**src/design/ffba_pkg.sv**
```systemverilog
// Types and constants shared by the first-fit block allocator.
`timescale 1ns / 1ps
`default_nettype none
package ffba_pkg;

   localparam int MAX_BLOCKS   = 64;
   localparam int HEADER_BYTES = 16;
   localparam int ADDR_BITS    = 20;
   localparam int SIZE_BITS    = 20;
   localparam int LIMIT_BITS   = 21;
   localparam int IDX_BITS     = $clog2(MAX_BLOCKS);
   localparam int CNT_BITS     = IDX_BITS + 1;
   // wide enough for top + header + size and for the data address range check
   localparam int SUM_BITS     = ((LIMIT_BITS > ADDR_BITS) ? LIMIT_BITS : ADDR_BITS) + 2;

   localparam logic [LIMIT_BITS-1:0] LIMIT_RESET = LIMIT_BITS'(1048576);

   typedef enum logic {
      OP_ALLOC = 1'b0,
      OP_FREE  = 1'b1
   } opcode_type;

   typedef enum logic [2:0] {
      ST_REUSED  = 3'd0,
      ST_NEW     = 3'd1,
      ST_ZERO    = 3'd2,
      ST_OOM     = 3'd3,
      ST_NULL    = 3'd4,
      ST_INVALID = 3'd5,
      ST_ALREADY = 3'd6
   } status_type;

   typedef struct packed {
      logic [ADDR_BITS-1:0] address;
      logic [SIZE_BITS-1:0] size;
      logic                 is_free;
   } entry_type;

   localparam int ENTRY_BITS = $bits(entry_type);

   typedef enum logic [1:0] {
      S_IDLE,
      S_SCAN,
      S_COMMIT
   } state_type;

   typedef struct packed {
      logic start;
      logic scan;
      logic commit;
   } ctrl_cmd_type;

   typedef struct packed {
      logic scan_hit;
      logic scan_miss;
      logic slot_free;
   } dp_status_type;

endpackage
`default_nettype wire

```
**src/design/ffba_ram.sv**
```systemverilog
// Generic single-write, single-read RAM with registered read data.
`timescale 1ns / 1ps
`default_nettype none
module ffba_ram #(
   parameter int WIDTH = 8,
   parameter int DEPTH = 16
) (
   input  wire logic                     clock,
   input  wire logic                     wr_en,
   input  wire logic [$clog2(DEPTH)-1:0] wr_addr,
   input  wire logic [WIDTH-1:0]         wr_data,
   input  wire logic                     rd_en,
   input  wire logic [$clog2(DEPTH)-1:0] rd_addr,
   output logic      [WIDTH-1:0]         rd_data
);

   logic [WIDTH-1:0] mem [DEPTH];
   logic [WIDTH-1:0] rd_data_ff;

   always_ff @(posedge clock) begin
      if (wr_en) begin
         mem[wr_addr] <= wr_data;
      end
      if (rd_en) begin
         rd_data_ff <= mem[rd_addr];
      end
   end

   assign rd_data = rd_data_ff;

endmodule
`default_nettype wire

```
**src/design/ffba_ctrl.sv**
```systemverilog
// Sequencer for the allocator: accept, table scan, commit.
`timescale 1ns / 1ps
`default_nettype none
module ffba_ctrl (
   input  wire logic                    clock,
   input  wire logic                    reset,
   input  wire logic                    req_valid,
   output logic                         req_ready,
   input  wire ffba_pkg::dp_status_type status,
   output ffba_pkg::ctrl_cmd_type       cmd
);

   ffba_pkg::state_type state_ff, state_in;

   always_ff @(posedge clock) begin
      if (reset) begin
         state_ff <= ffba_pkg::S_IDLE;
      end else begin
         state_ff <= state_in;
      end
   end

   always_comb begin
      state_in  = state_ff;
      cmd       = '0;
      req_ready = 1'b0;
      case (state_ff)
         ffba_pkg::S_IDLE: begin
            req_ready = 1'b1;
            if (req_valid) begin
               cmd.start = 1'b1;
               state_in  = ffba_pkg::S_SCAN;
            end
         end
         ffba_pkg::S_SCAN: begin
            cmd.scan = 1'b1;
            if (status.scan_hit || status.scan_miss) begin
               state_in = ffba_pkg::S_COMMIT;
            end
         end
         ffba_pkg::S_COMMIT: begin
            // hold until the result register can take the new response
            if (status.slot_free) begin
               cmd.commit = 1'b1;
               state_in   = ffba_pkg::S_IDLE;
            end
         end
         default: begin
            state_in = ffba_pkg::S_IDLE;
         end
      endcase
   end

endmodule
`default_nettype wire

```
**src/design/ffba_datapath.sv**
```systemverilog
// Allocator datapath: block table, heap pointer, scan compare and result register.
`timescale 1ns / 1ps
`default_nettype none
module ffba_datapath (
   input  wire logic                                  clock,
   input  wire logic                                  reset,
   input  wire ffba_pkg::ctrl_cmd_type                cmd,
   output ffba_pkg::dp_status_type                    status,
   input  wire logic                                  req_opcode,
   input  wire logic [ffba_pkg::SIZE_BITS-1:0]        req_request_size,
   input  wire logic [ffba_pkg::ADDR_BITS-1:0]        req_block_address,
   input  wire logic                                  csr_wr_en,
   input  wire logic [ffba_pkg::LIMIT_BITS-1:0]       csr_wr_data,
   output logic                                       rsp_valid,
   input  wire logic                                  rsp_ready,
   output logic      [2:0]                            rsp_status,
   output logic      [ffba_pkg::ADDR_BITS-1:0]        rsp_data_address
);

   localparam int IB = ffba_pkg::IDX_BITS;
   localparam int CB = ffba_pkg::CNT_BITS;
   localparam int SB = ffba_pkg::SUM_BITS;

   // control state
   logic [ffba_pkg::LIMIT_BITS-1:0] limit_ff, limit_in;
   logic [ffba_pkg::LIMIT_BITS-1:0] heap_top_ff, heap_top_in;
   logic [CB-1:0]                   count_ff, count_in;
   logic [CB-1:0]                   scan_idx_ff, scan_idx_in;
   logic                            cmp_valid_ff, cmp_valid_in;
   logic                            rsp_valid_ff, rsp_valid_in;

   // payload
   ffba_pkg::opcode_type            op_ff, op_in;
   logic [ffba_pkg::SIZE_BITS-1:0]  size_ff, size_in;
   logic [ffba_pkg::ADDR_BITS-1:0]  baddr_ff, baddr_in;
   logic [SB-1:0]                   data_ff, data_in;
   logic                            early_ff, early_in;
   logic                            found_ff, found_in;
   logic [IB-1:0]                   cmp_idx_ff, cmp_idx_in;
   logic [IB-1:0]                   hit_idx_ff, hit_idx_in;
   ffba_pkg::entry_type             hit_entry_ff, hit_entry_in;
   ffba_pkg::status_type            rsp_status_ff, rsp_status_in;
   logic [ffba_pkg::ADDR_BITS-1:0]  rsp_addr_ff, rsp_addr_in;

   logic                            rd_en;
   logic [IB-1:0]                   rd_addr;
   logic [ffba_pkg::ENTRY_BITS-1:0] rd_bits;
   ffba_pkg::entry_type             rd_entry;
   logic                            match;

   logic                            wr_en;
   logic [IB-1:0]                   wr_addr;
   ffba_pkg::entry_type             wr_entry;

   logic [SB-1:0]                   end_sum;
   logic                            oom;
   ffba_pkg::status_type            res_status;
   logic [ffba_pkg::ADDR_BITS-1:0]  res_addr;
   logic                            res_write;
   logic                            res_append;

   ffba_ram #(
      .WIDTH(ffba_pkg::ENTRY_BITS),
      .DEPTH(ffba_pkg::MAX_BLOCKS)
   ) u_table (
      .clock  (clock),
      .wr_en  (wr_en),
      .wr_addr(wr_addr),
      .wr_data(wr_entry),
      .rd_en  (rd_en),
      .rd_addr(rd_addr),
      .rd_data(rd_bits)
   );

   assign rd_entry = ffba_pkg::entry_type'(rd_bits);

   // scan: one table read per cycle, each entry compared in the cycle after its read
   always_comb begin
      rd_en   = cmd.scan && (scan_idx_ff < count_ff);
      rd_addr = scan_idx_ff[IB-1:0];
      if (op_ff == ffba_pkg::OP_ALLOC) begin
         match = rd_entry.is_free && (rd_entry.size >= size_ff);
      end else begin
         match = (rd_entry.address == baddr_ff);
      end
      status.scan_hit  = cmp_valid_ff && match && !early_ff;
      status.scan_miss = early_ff || (!cmp_valid_ff && (scan_idx_ff >= count_ff));
      status.slot_free = !rsp_valid_ff || rsp_ready;
   end

   // outcome of the request, applied on commit
   always_comb begin
      end_sum    = data_ff + SB'(size_ff);
      oom        = (count_ff >= CB'(ffba_pkg::MAX_BLOCKS))
                   || (end_sum > SB'(limit_ff))
                   || (data_ff[SB-1:ffba_pkg::ADDR_BITS] != '0);
      res_status = ffba_pkg::ST_INVALID;
      res_addr   = '0;
      res_write  = 1'b0;
      res_append = 1'b0;
      wr_addr    = hit_idx_ff;
      wr_entry   = hit_entry_ff;
      if (op_ff == ffba_pkg::OP_ALLOC) begin
         if (early_ff) begin
            res_status = ffba_pkg::ST_ZERO;
         end else if (found_ff) begin
            res_status       = ffba_pkg::ST_REUSED;
            res_addr         = hit_entry_ff.address;
            res_write        = 1'b1;
            wr_entry.is_free = 1'b0;
         end else if (oom) begin
            res_status = ffba_pkg::ST_OOM;
         end else begin
            res_status       = ffba_pkg::ST_NEW;
            res_addr         = data_ff[ffba_pkg::ADDR_BITS-1:0];
            res_write        = 1'b1;
            res_append       = 1'b1;
            wr_addr          = count_ff[IB-1:0];
            wr_entry.address = data_ff[ffba_pkg::ADDR_BITS-1:0];
            wr_entry.size    = size_ff;
            wr_entry.is_free = 1'b0;
         end
      end else begin
         if (early_ff) begin
            res_status = ffba_pkg::ST_NULL;
         end else if (found_ff) begin
            if (hit_entry_ff.is_free) begin
               res_status = ffba_pkg::ST_ALREADY;
            end else begin
               res_status       = ffba_pkg::ST_REUSED;
               res_write        = 1'b1;
               wr_entry.is_free = 1'b1;
            end
         end
      end
      wr_en = cmd.commit && res_write;
   end

   always_comb begin
      limit_in      = csr_wr_en ? csr_wr_data : limit_ff;
      heap_top_in   = heap_top_ff;
      count_in      = count_ff;
      scan_idx_in   = scan_idx_ff;
      cmp_valid_in  = rd_en;
      cmp_idx_in    = rd_addr;
      rsp_valid_in  = rsp_ready ? 1'b0 : rsp_valid_ff;
      op_in         = op_ff;
      size_in       = size_ff;
      baddr_in      = baddr_ff;
      data_in       = data_ff;
      early_in      = early_ff;
      found_in      = found_ff;
      hit_idx_in    = hit_idx_ff;
      hit_entry_in  = hit_entry_ff;
      rsp_status_in = rsp_status_ff;
      rsp_addr_in   = rsp_addr_ff;

      if (rd_en) begin
         scan_idx_in = scan_idx_ff + CB'(1);
      end
      if (cmd.start) begin
         op_in        = ffba_pkg::opcode_type'(req_opcode);
         size_in      = req_request_size;
         baddr_in     = req_block_address;
         data_in      = SB'(heap_top_ff) + SB'(ffba_pkg::HEADER_BYTES);
         early_in     = (req_opcode == ffba_pkg::OP_ALLOC) ? (req_request_size == '0)
                                                           : (req_block_address == '0);
         scan_idx_in  = '0;
         cmp_valid_in = 1'b0;
      end
      if (cmd.scan && (status.scan_hit || status.scan_miss)) begin
         found_in     = status.scan_hit;
         hit_idx_in   = cmp_idx_ff;
         hit_entry_in = rd_entry;
      end
      if (cmd.commit) begin
         rsp_valid_in  = 1'b1;
         rsp_status_in = res_status;
         rsp_addr_in   = res_addr;
         if (res_append) begin
            count_in    = count_ff + CB'(1);
            heap_top_in = end_sum[ffba_pkg::LIMIT_BITS-1:0];
         end
      end
   end

   always_ff @(posedge clock) begin
      if (reset) begin
         limit_ff     <= ffba_pkg::LIMIT_RESET;
         heap_top_ff  <= '0;
         count_ff     <= '0;
         scan_idx_ff  <= '0;
         cmp_valid_ff <= 1'b0;
         rsp_valid_ff <= 1'b0;
      end else begin
         limit_ff     <= limit_in;
         heap_top_ff  <= heap_top_in;
         count_ff     <= count_in;
         scan_idx_ff  <= scan_idx_in;
         cmp_valid_ff <= cmp_valid_in;
         rsp_valid_ff <= rsp_valid_in;
      end
   end

   always_ff @(posedge clock) begin
      op_ff         <= op_in;
      size_ff       <= size_in;
      baddr_ff      <= baddr_in;
      data_ff       <= data_in;
      early_ff      <= early_in;
      found_ff      <= found_in;
      cmp_idx_ff    <= cmp_idx_in;
      hit_idx_ff    <= hit_idx_in;
      hit_entry_ff  <= hit_entry_in;
      rsp_status_ff <= rsp_status_in;
      rsp_addr_ff   <= rsp_addr_in;
   end

   assign rsp_valid        = rsp_valid_ff;
   assign rsp_status       = rsp_status_ff;
   assign rsp_data_address = rsp_addr_ff;

endmodule
`default_nettype wire

```
**src/design/first_fit_block_allocator.sv**
```systemverilog
// First-fit block allocator top level: sequencer plus datapath.
// A zero size or null request, or an empty table, ends the scan at once; else a miss reads
// every table entry and a hit stops at the first match, with at most MAX_BLOCKS entries read.
// Throughput: one request in flight; the next is accepted the cycle after commit.
// Reset (synchronous, active high) clears count, heap top and handshake state and loads
// LIMIT_RESET into the limit; the table is not cleared, since reads stop at the count.
`timescale 1ns / 1ps
`default_nettype none
module first_fit_block_allocator (
   input  wire logic                            clock,
   input  wire logic                            reset,
   input  wire logic                            req_valid,
   output logic                                 req_ready,
   input  wire logic                            req_opcode,
   input  wire logic [ffba_pkg::SIZE_BITS-1:0]  req_request_size,
   input  wire logic [ffba_pkg::ADDR_BITS-1:0]  req_block_address,
   output logic                                 rsp_valid,
   input  wire logic                            rsp_ready,
   output logic      [2:0]                      rsp_status,
   output logic      [ffba_pkg::ADDR_BITS-1:0]  rsp_data_address,
   input  wire logic                            csr_wr_en,
   input  wire logic [ffba_pkg::LIMIT_BITS-1:0] csr_wr_data
);

   ffba_pkg::ctrl_cmd_type  cmd;
   ffba_pkg::dp_status_type status;

   ffba_ctrl u_ctrl (
      .clock    (clock),
      .reset    (reset),
      .req_valid(req_valid),
      .req_ready(req_ready),
      .status   (status),
      .cmd      (cmd)
   );

   ffba_datapath u_datapath (
      .clock            (clock),
      .reset            (reset),
      .cmd              (cmd),
      .status           (status),
      .req_opcode       (req_opcode),
      .req_request_size (req_request_size),
      .req_block_address(req_block_address),
      .csr_wr_en        (csr_wr_en),
      .csr_wr_data      (csr_wr_data),
      .rsp_valid        (rsp_valid),
      .rsp_ready        (rsp_ready),
      .rsp_status       (rsp_status),
      .rsp_data_address (rsp_data_address)
   );

endmodule
`default_nettype wire

```
**config.mk**
```make
export PLATFORM = sky130hd
export DESIGN_NAME = first_fit_block_allocator
export DESIGN_NICKNAME = d
export VERILOG_FILES = /design/src/design/ffba_pkg.sv /design/src/design/ffba_ram.sv /design/src/design/ffba_ctrl.sv /design/src/design/ffba_datapath.sv /design/src/design/first_fit_block_allocator.sv
export SDC_FILE = /design/constraint.sdc
export NUM_CORES = 2
export LEC_CHECK = 0
export ABC_AREA = 1
export BUFFER_PORTS_ARGS = -buffer_cell sky130_fd_sc_hd__buf_2
export CAP_MARGIN = 10
export CORE_MARGIN = 4
export CORE_UTILIZATION = 30
export DETAILED_ROUTE_END_ITERATION = 6
export PLACE_DENSITY = 0.56
export SETUP_SLACK_MARGIN = 0.2
export SLEW_MARGIN = 20
export SYNTH_ARGS = -nofsm -noshare
export SYNTH_HDL_FRONTEND = slang
export SYNTH_HIERARCHICAL = 1
export SYNTH_SLANG_ARGS = --single-unit
```
**constraint.sdc**
```tcl
create_clock -name clock -period 7.6 [get_ports clock]
set_input_delay 1.14 -clock clock [delete_from_list [all_inputs] [get_ports clock]]
set_output_delay 1.14 -clock clock [all_outputs]
set_load 0.05 [all_outputs]
```
# Yosys cells after proc, flatten, opt, wreduce, memory -nomap -nowiden
# Memory sizes are Yosys's and may differ from the RTL's. A register that Yosys moved wholly into a read port is not among the register bits.
# Index checks and enable logic that the tools add are counted.
# W data, S select, Z words.
[word_totals]
regBits = 202
ram_bits = 2624
inputBits = 67
out_inout_bits = 25
word_cells = 107
mem_count = 1
[memory_table]
columns = ["memory", "depth", "width", "read_ports", "rd_ports_with_merged_regs", "wr", "line", "text"]
rows = [
  ["u_datapath.u_table.mem", 64, 41, 1, 1, 1, "ffba_ram.sv:17", "logic [WIDTH-1:0] mem [DEPTH];"],
]
[classes]
n_addsub = 4
magnitude_cmp = 5
n_eq_ne = 6
muxes = 47
reduce_logical = 24
[op_table]
columns = ["cell", "count"]
rows = [
  ["$mux W41", 2],
  ["$mux W40", 2],
  ["$logic_not A20 Y1", 2],
  ["$mux W20", 2],
  ["$mux W1", 26],
  ["$mux W6", 4],
  ["$add A23 B20 Y23", 1],
  ["$gt A23 B21 Y1", 1],
  ["$add A21 B5 Y22 const B", 1],
  ["$eq A20 B20 Y1", 1],
  ["$ge A20 B20 Y1", 1],
  ["$mux W3", 5],
  ["$add A7 B1 Y7 const B", 2],
  ["$mux W2", 5],
  ["$ge A7 B7 Y1", 1],
  ["$ge A7 B7 Y1 const B", 1],
  ["$logic_and A1 B1 Y1", 7],
  ["$lt A7 B7 Y1", 1],
  ["$pmux W2 S3", 1],
  ["$logic_or A1 B1 Y1", 5],
  ["$ne A2 B2 Y1 const B", 2],
  ["$reduce_or A2 Y1", 2],
  ["$logic_not A1 Y1", 3],
  ["$reduce_and A3 Y1", 1],
  ["other kinds (7)", 7],
]

# Logic depth before layout (Yosys ltp)
[logic_depth]
depth_word = 11
ltp_mapped = 31

# Cells and area by module
# The synthesis kept the hierarchy.
[modules_own_cells]
columns = ["module", "n_inst", "cells_per_inst", "area_per_inst_um2"]
rows = [
  ["ffba_ram", 1, 8640, 106414.6],
  ["ffba_datapath", 1, 1077, 10169.8],
  ["ffba_ctrl", 1, 19, 127.6],
]

# Least setup slack after synthesis
# OpenSTA, ideal clock, no wires.
[synth_timing]
kind = "reg2reg"
from = "register u_datapath/size_ff[0] (netlist name)"
to = "memory u_datapath/u_table/mem[48][0] (netlist name) (enable)"
setup_ns = 0.543
arrival_ns = 7.783
setup_slack_ns = -0.726
stages_incl_launch_ff = 29
synth_period_minus_slack_ns = 8.326
cell_sequence = "edfxtp_1 ha_1 inv_1 fa_1 o21ai_2 a21oi_1 o21ai_0 nand2_1 nand2_1 xor2_1 ha_1 nand2_1 inv_1 nand2_1 nand2_1 a21oi_1 nand2_1 nand2_1 nand2_1 nand2_1 nand2_1 nand2_2 nand2_2 o21ai_0 nand2_1 nor2_1 clkbuf_1 nand4_1 nor4_1"
[synth_between]
elab_chain_len = 11
[synth_lines]
columns = ["element", "line", "text"]
rows = [
  ["start: declaration", "ffba_datapath.sv:34", "logic [ffba_pkg::SIZE_BITS-1:0] size_ff, size_in;"],
  ["start signal: assignment", "ffba_datapath.sv:207", "size_ff <= size_in;"],
  ["$add A23 B20 Y23", "ffba_datapath.sv:93", "end_sum = data_ff + SB'(size_ff);"],
  ["via u_datapath.end_sum[10]", "ffba_datapath.sv:55", "logic [SB-1:0] end_sum;"],
  ["$gt A23 B21 Y1", "ffba_datapath.sv:95", "|| (end_sum > SB'(limit_ff))"],
  ["$logic_or A1 B1 Y1", "ffba_datapath.sv:95", ""],
  ["$logic_or A1 B1 Y1", "ffba_datapath.sv:96", "|| (data_ff[SB-1:ffba_pkg::ADDR_BITS] != '0);"],
  ["$mux W1", "ffba_datapath.sv:111", "end else if (oom) begin"],
  ["$mux W1", "ffba_datapath.sv:106", "end else if (found_ff) begin"],
  ["$mux W1", "ffba_datapath.sv:104", "if (early_ff) begin"],
  ["$mux W1", "ffba_datapath.sv:103", "if (op_ff == ffba_pkg::OP_ALLOC) begin"],
  ["$logic_and A1 B1 Y1", "ffba_datapath.sv:136", "wr_en = cmd.commit && res_write;"],
  ["via u_datapath.wr_en", "ffba_datapath.sv:51", "logic wr_en;"],
  ["$mux W1", "ffba_ram.sv:21", "if (wr_en) begin"],
  ["$mux W1 (implied by the code)", "ffba_ram.sv:22", "mem[wr_addr] <= wr_data;"],
  ["end: declaration", "ffba_ram.sv:17", ""],
]
# The timed path passes the listed nets, and every way through them passes these cells.

# Final worst setup path
[layout_timing]
from = "register u_datapath/size_ff[0] (netlist name)"
to = "memory u_datapath/u_table/mem[5][23] (netlist name) (enable)"
[layout_lines]
columns = ["element", "line", "text"]
rows = [
  ["$add A23 B20 Y23", "ffba_datapath.sv:93", ""],
  ["via u_datapath.end_sum[10]", "ffba_datapath.sv:55", ""],
  ["$gt A23 B21 Y1", "ffba_datapath.sv:95", ""],
  ["$logic_or A1 B1 Y1", "ffba_datapath.sv:95", ""],
  ["$logic_or A1 B1 Y1", "ffba_datapath.sv:96", ""],
  ["$mux W6", "ffba_datapath.sv:111", ""],
  ["$mux W6", "ffba_datapath.sv:106", ""],
  ["$mux W6", "ffba_datapath.sv:104", ""],
  ["$mux W6", "ffba_datapath.sv:103", ""],
  ["via u_datapath.wr_addr[3]", "ffba_datapath.sv:52", "logic [IB-1:0] wr_addr;"],
]
# The timed path passes the listed nets, and every way through them passes these cells.

==> impl_metrics.env <==
export IMPL_crit_path_top_delay_cell="sky130_fd_sc_hd__nor2_4"
export IMPL_path_buf_inv=4
export IMPL_place_port_buffers=91
export IMPL_timing_critical_path_slowest_cell_delay_ns=0.73
export IMPL_placementRows=228
export IMPL_vdd_drop_max_mv=0.192
export IMPL_globalRouteOverflowTotal=0
export IMPL_r2r_end="u_datapath/u_table/mem[5][23]$_DFFE_PP_"
export IMPL_clk_root_buffer_cell="sky130_fd_sc_hd__clkbuf_16"
export IMPL_finalSetupViolations=0
export IMPL_yosysTopAreaCellShare=0.720
export IMPL_firstDrtPassIters=6
export IMPL_flow_area_growth_from_synthesis_pct=13.9
export IMPL_setup_repair_after_global_routing_missed_its_margin="false"
export IMPL_nFillCells=37700
export IMPL_reg2regPathDepth=28
export IMPL_worstHoldPathType="register to register"
export IMPL_grt_usage=0.156
export IMPL_tritoncts_clock_tree="yes"
export IMPL_leakagePower_nw=45.9
export IMPL_die_outline_area_um2=399000
export IMPL_synth_top_area_cell="sky130_fd_sc_hd__edfxtp_1"
export IMPL_worst_hold_slack_ns=0.398
export IMPL_die_height_um=632
export IMPL_timing_hold_worst_start="u_datapath/cmp_idx_ff[5]$_DFF_P_"
export IMPL_route_detailed_drc=0
export IMPL_place_congestion=0.867
export IMPL_timing_max_transition_violations_final=0
export IMPL_grt_first_pass_wirelength_mm=477
export IMPL_route_detailed_wl_per_inst_um=21.3
export IMPL_peak_usage_layer_in_the_global_routing_report="met2"
export IMPL_cts_repair_resize_count=0
export IMPL_residual_antenna_violating_net_count_after_detailed_routing=0
export IMPL_vias=74700
export IMPL_initialDrtViolationCount=8029
export IMPL_yosysWarnings=6
export IMPL_run_status="complete, no violations"
export IMPL_cts_htree_levels=5
export IMPL_critPathTopFamily="simple AND/OR/NAND/NOR gates"
export IMPL_clkLatencyLatePin_ns=0.87
export IMPL_final_design_area_no_fill_um2=133000
export IMPL_postCtsHoldBufs=0
export IMPL_post_dp_hpwl_mm=187
export IMPL_ys_types=46
export IMPL_number_of_instances_on_the_worst_hold_path=0
export IMPL_total_nets_after_synthesis=9876
export IMPL_reg2reg_slack_ns=1.11
export IMPL_num_io_pins=92
export IMPL_final_period_utilization=0.854
export IMPL_clockBufferDepth=4
export IMPL_worstMarginPinSlew_ns=1.04
export IMPL_worstPathRequired_ns=8.07
export IMPL_crit_reg2reg_launch="u_datapath/size_ff[0]$_DFFE_PP_"
export IMPL_chipWidth_um=632
export IMPL_clkSinkCount=2866
export IMPL_postCtsSetupRepairBufs=0
export IMPL_final_nets=9882
export IMPL_power_per_cell_area_nw_per_um2=244
export IMPL_maximum_number_of_pins_on_one_net_before_global_route_repair=176
export IMPL_routed_via_density=4.93
export IMPL_path_class="register to register"
export IMPL_crit_path_launch_type="register"
export IMPL_finalWorstPathRequiredPeriod_ns=6.49
export IMPL_grtUsageMet3=0.0222
export IMPL_avgSynthCellArea_um2=12.0
export IMPL_core_area_um2=387000
export IMPL_postPlaceCellArea_um2=124000
export IMPL_critical_path_data_arrival_time_ns=6.96
export IMPL_postSynthCellCount=9736
export IMPL_seq_area_frac_synth=0.732
export IMPL_hold_viol=0
export IMPL_antenna_found_initial=20
export IMPL_min_to="u_datapath/hit_idx_ff[5]$_DFFE_PP_"
export IMPL_synth_seq_cells=2866
export IMPL_clkSlewWorstSetupHoldPaths_ns=0.06
export IMPL_post_synth_instance_area_um2=117000
export IMPL_drv_cap=0
export IMPL_timing_slew_headroom=0.307
export IMPL_floorplan_initialDensity=0.302
export IMPL_finClkSkew_ns=0.0782
export IMPL_synth_top_area_cells="sky130_fd_sc_hd__edfxtp_1, sky130_fd_sc_hd__nand3_1, sky130_fd_sc_hd__nand2_1"
export IMPL_cp_common_cell="sky130_fd_sc_hd__nand2_1"
export IMPL_fmaxAchievable_ghz=0.154
export IMPL_cts_buffers=310
export IMPL_drt_total_wl_mm=322
export IMPL_gr_usage_met1=0.235
export IMPL_grt_util_met2=0.237
export IMPL_vias_in_the_first_global_route=70000
export IMPL_drive_above_1_share=0.0860
export IMPL_end_kind="register"
export IMPL_max_fo_critical_path=30
report_power, final:
part	switching, mW	total (mW)	internal, mW
Sequential	0.0251	17.5	17.4
Clock	6.11	14.2	8.07
Combinational	0.622	0.786	0.164
Total	6.76	32.4	25.7
stage by stage:
| step | total power, mW | setup WS [ns] | TNS, ns | util | std cells |
|---|---|---|---|---|---|
| floorplan | 18.2 | -0.726 | -238.10 | - | 9736 |
| global placement | 18.6 | 1.10 | 0 | 0.320 | 14600 |
| detailed placement | 18.6 | 1.22 | 0 | 0.320 | 14600 |
| CTS | 32.7 | 1.16 | 0 | 0.344 | 15100 |
| global route | 33.4 | 0.601 | 0 | 0.344 | 15100 |
| finish | 32.4 | 1.11 | 0 | 0.344 | 15100 |
layer usage:
layer	wire length [µm]	part of all wire
met1	149000	0.46
met2	143000	0.44
met3	24000	0.074
met4	6210	0.019
met5	16	0.000050
sequential cells by signal, indices dropped and copies added, names as in the netlist, 2 cells and up:
register and flops:
u_datapath/limit_ff 21, u_datapath/hit_idx_ff 6, u_datapath/heap_top_ff 21, u_ctrl/state_ff 2, u_datapath/scan_idx_ff 7, u_datapath/u_table/mem 2624
u_datapath/hit_entry_ff 41, u_datapath/u_table/rd_data 41, u_datapath/size_ff 20, u_datapath/cmp_idx_ff 6, u_datapath/data_ff 22, u_datapath/rsp_data_address 20
u_datapath/rsp_status 3, u_datapath/count_ff 7, u_datapath/baddr_ff 20
cells in the final DEF, fill, tap and decap left out, drive strengths merged, types with 2 or more instances in the layout:
cell type / instances
nand2: 3072
edfxtp: 2800
nand3: 2472
clkbuf: 380
buf: 294
inv: 179
nor2: 164
clkinv: 132
o21ai: 109
ha: 72
a21oi: 70
dfxtp: 66
xor2: 34
nand4: 29
nor4: 21
nor3: 14
bufinv: 12
xnor2: 11
or2: 8
clkinvlp: 5
diode: 4
o211ai: 4
a21o: 3
and3: 3
a211oi: 3
o21bai: 2
nand3b: 2
worst max path at each step:
stage               cells past startpoint                       startpoint                                       to
CTS                                    28  u_datapath/size_ff[0]$_DFFE_PP_  u_datapath/u_table/mem[5][39]$_DFFE_PP_
floorplan                              28  u_datapath/size_ff[0]$_DFFE_PP_  u_datapath/u_table/mem[48][0]$_DFFE_PP_
finish                                 28  u_datapath/size_ff[0]$_DFFE_PP_  u_datapath/u_table/mem[5][23]$_DFFE_PP_
detailed placement                     30  u_datapath/size_ff[0]$_DFFE_PP_  u_datapath/u_table/mem[5][25]$_DFFE_PP_
global route                           30  u_datapath/size_ff[0]$_DFFE_PP_  u_datapath/u_table/mem[4][39]$_DFFE_PP_
global placement                       30  u_datapath/size_ff[0]$_DFFE_PP_  u_datapath/u_table/mem[5][25]$_DFFE_PP_
cell families after synthesis:
| family | synth area share |
|---|---|
| buffers and inverters | 0.0326 |
| adders and majority gates | 0.00789 |
| AOI/OAI and AO/OA | 0.00979 |
| and+or+nand+nor | 0.215 |
| xor gates and xnor gates | 0.00338 |
| DFF | 0.732 |
cell type report:
type                    count  area (µm²)  area share
clock inverters           158        1210     0.00912
clock buffers             380        8190      0.0616
repair buffers            294        2590      0.0195
flip-flops and latches   2866       85400       0.642
multi-input cells        6100       28400       0.213
well taps                5175        6470      0.0487
diodes                      4        10.0   0.0000753
inverters                 170         682     0.00513
cell usage after synthesis (all sizes together):
library cell,instances
nor4,21
and3,3
a21oi,70
a21boi,1
or4,1
edfxtp,2800
xnor2,11
xor2,34
o21bai,2
o21a,1
dfxtp,66
or2,8
ha,72
o211ai,4
a211oi,3
inv,170
a41oi,1
o41ai,1
nor3,14
fa,1
buf,494
nand4,29
nand3,2472
clkbuf,106
a21o,3
a31oi,1
o21ai,109
nand2,3072
nand3b,2
nor2,164
worst register-to-register path, delay by kind of cell (launching register included):
kind / cells / cell delay, ns
AO/OA/AOI/OAI: 6 / 1.15
XOR/XNOR: 1 / 0.23
adder cells (fa/ha/maj): 3 / 0.92
buffers and inverters: 4 / 0.91
flip-flops: 1 / 0.42
AND/OR/NAND/NOR: 14 / 2.45
No activity file was read; power rests on OpenSTA's default activity.
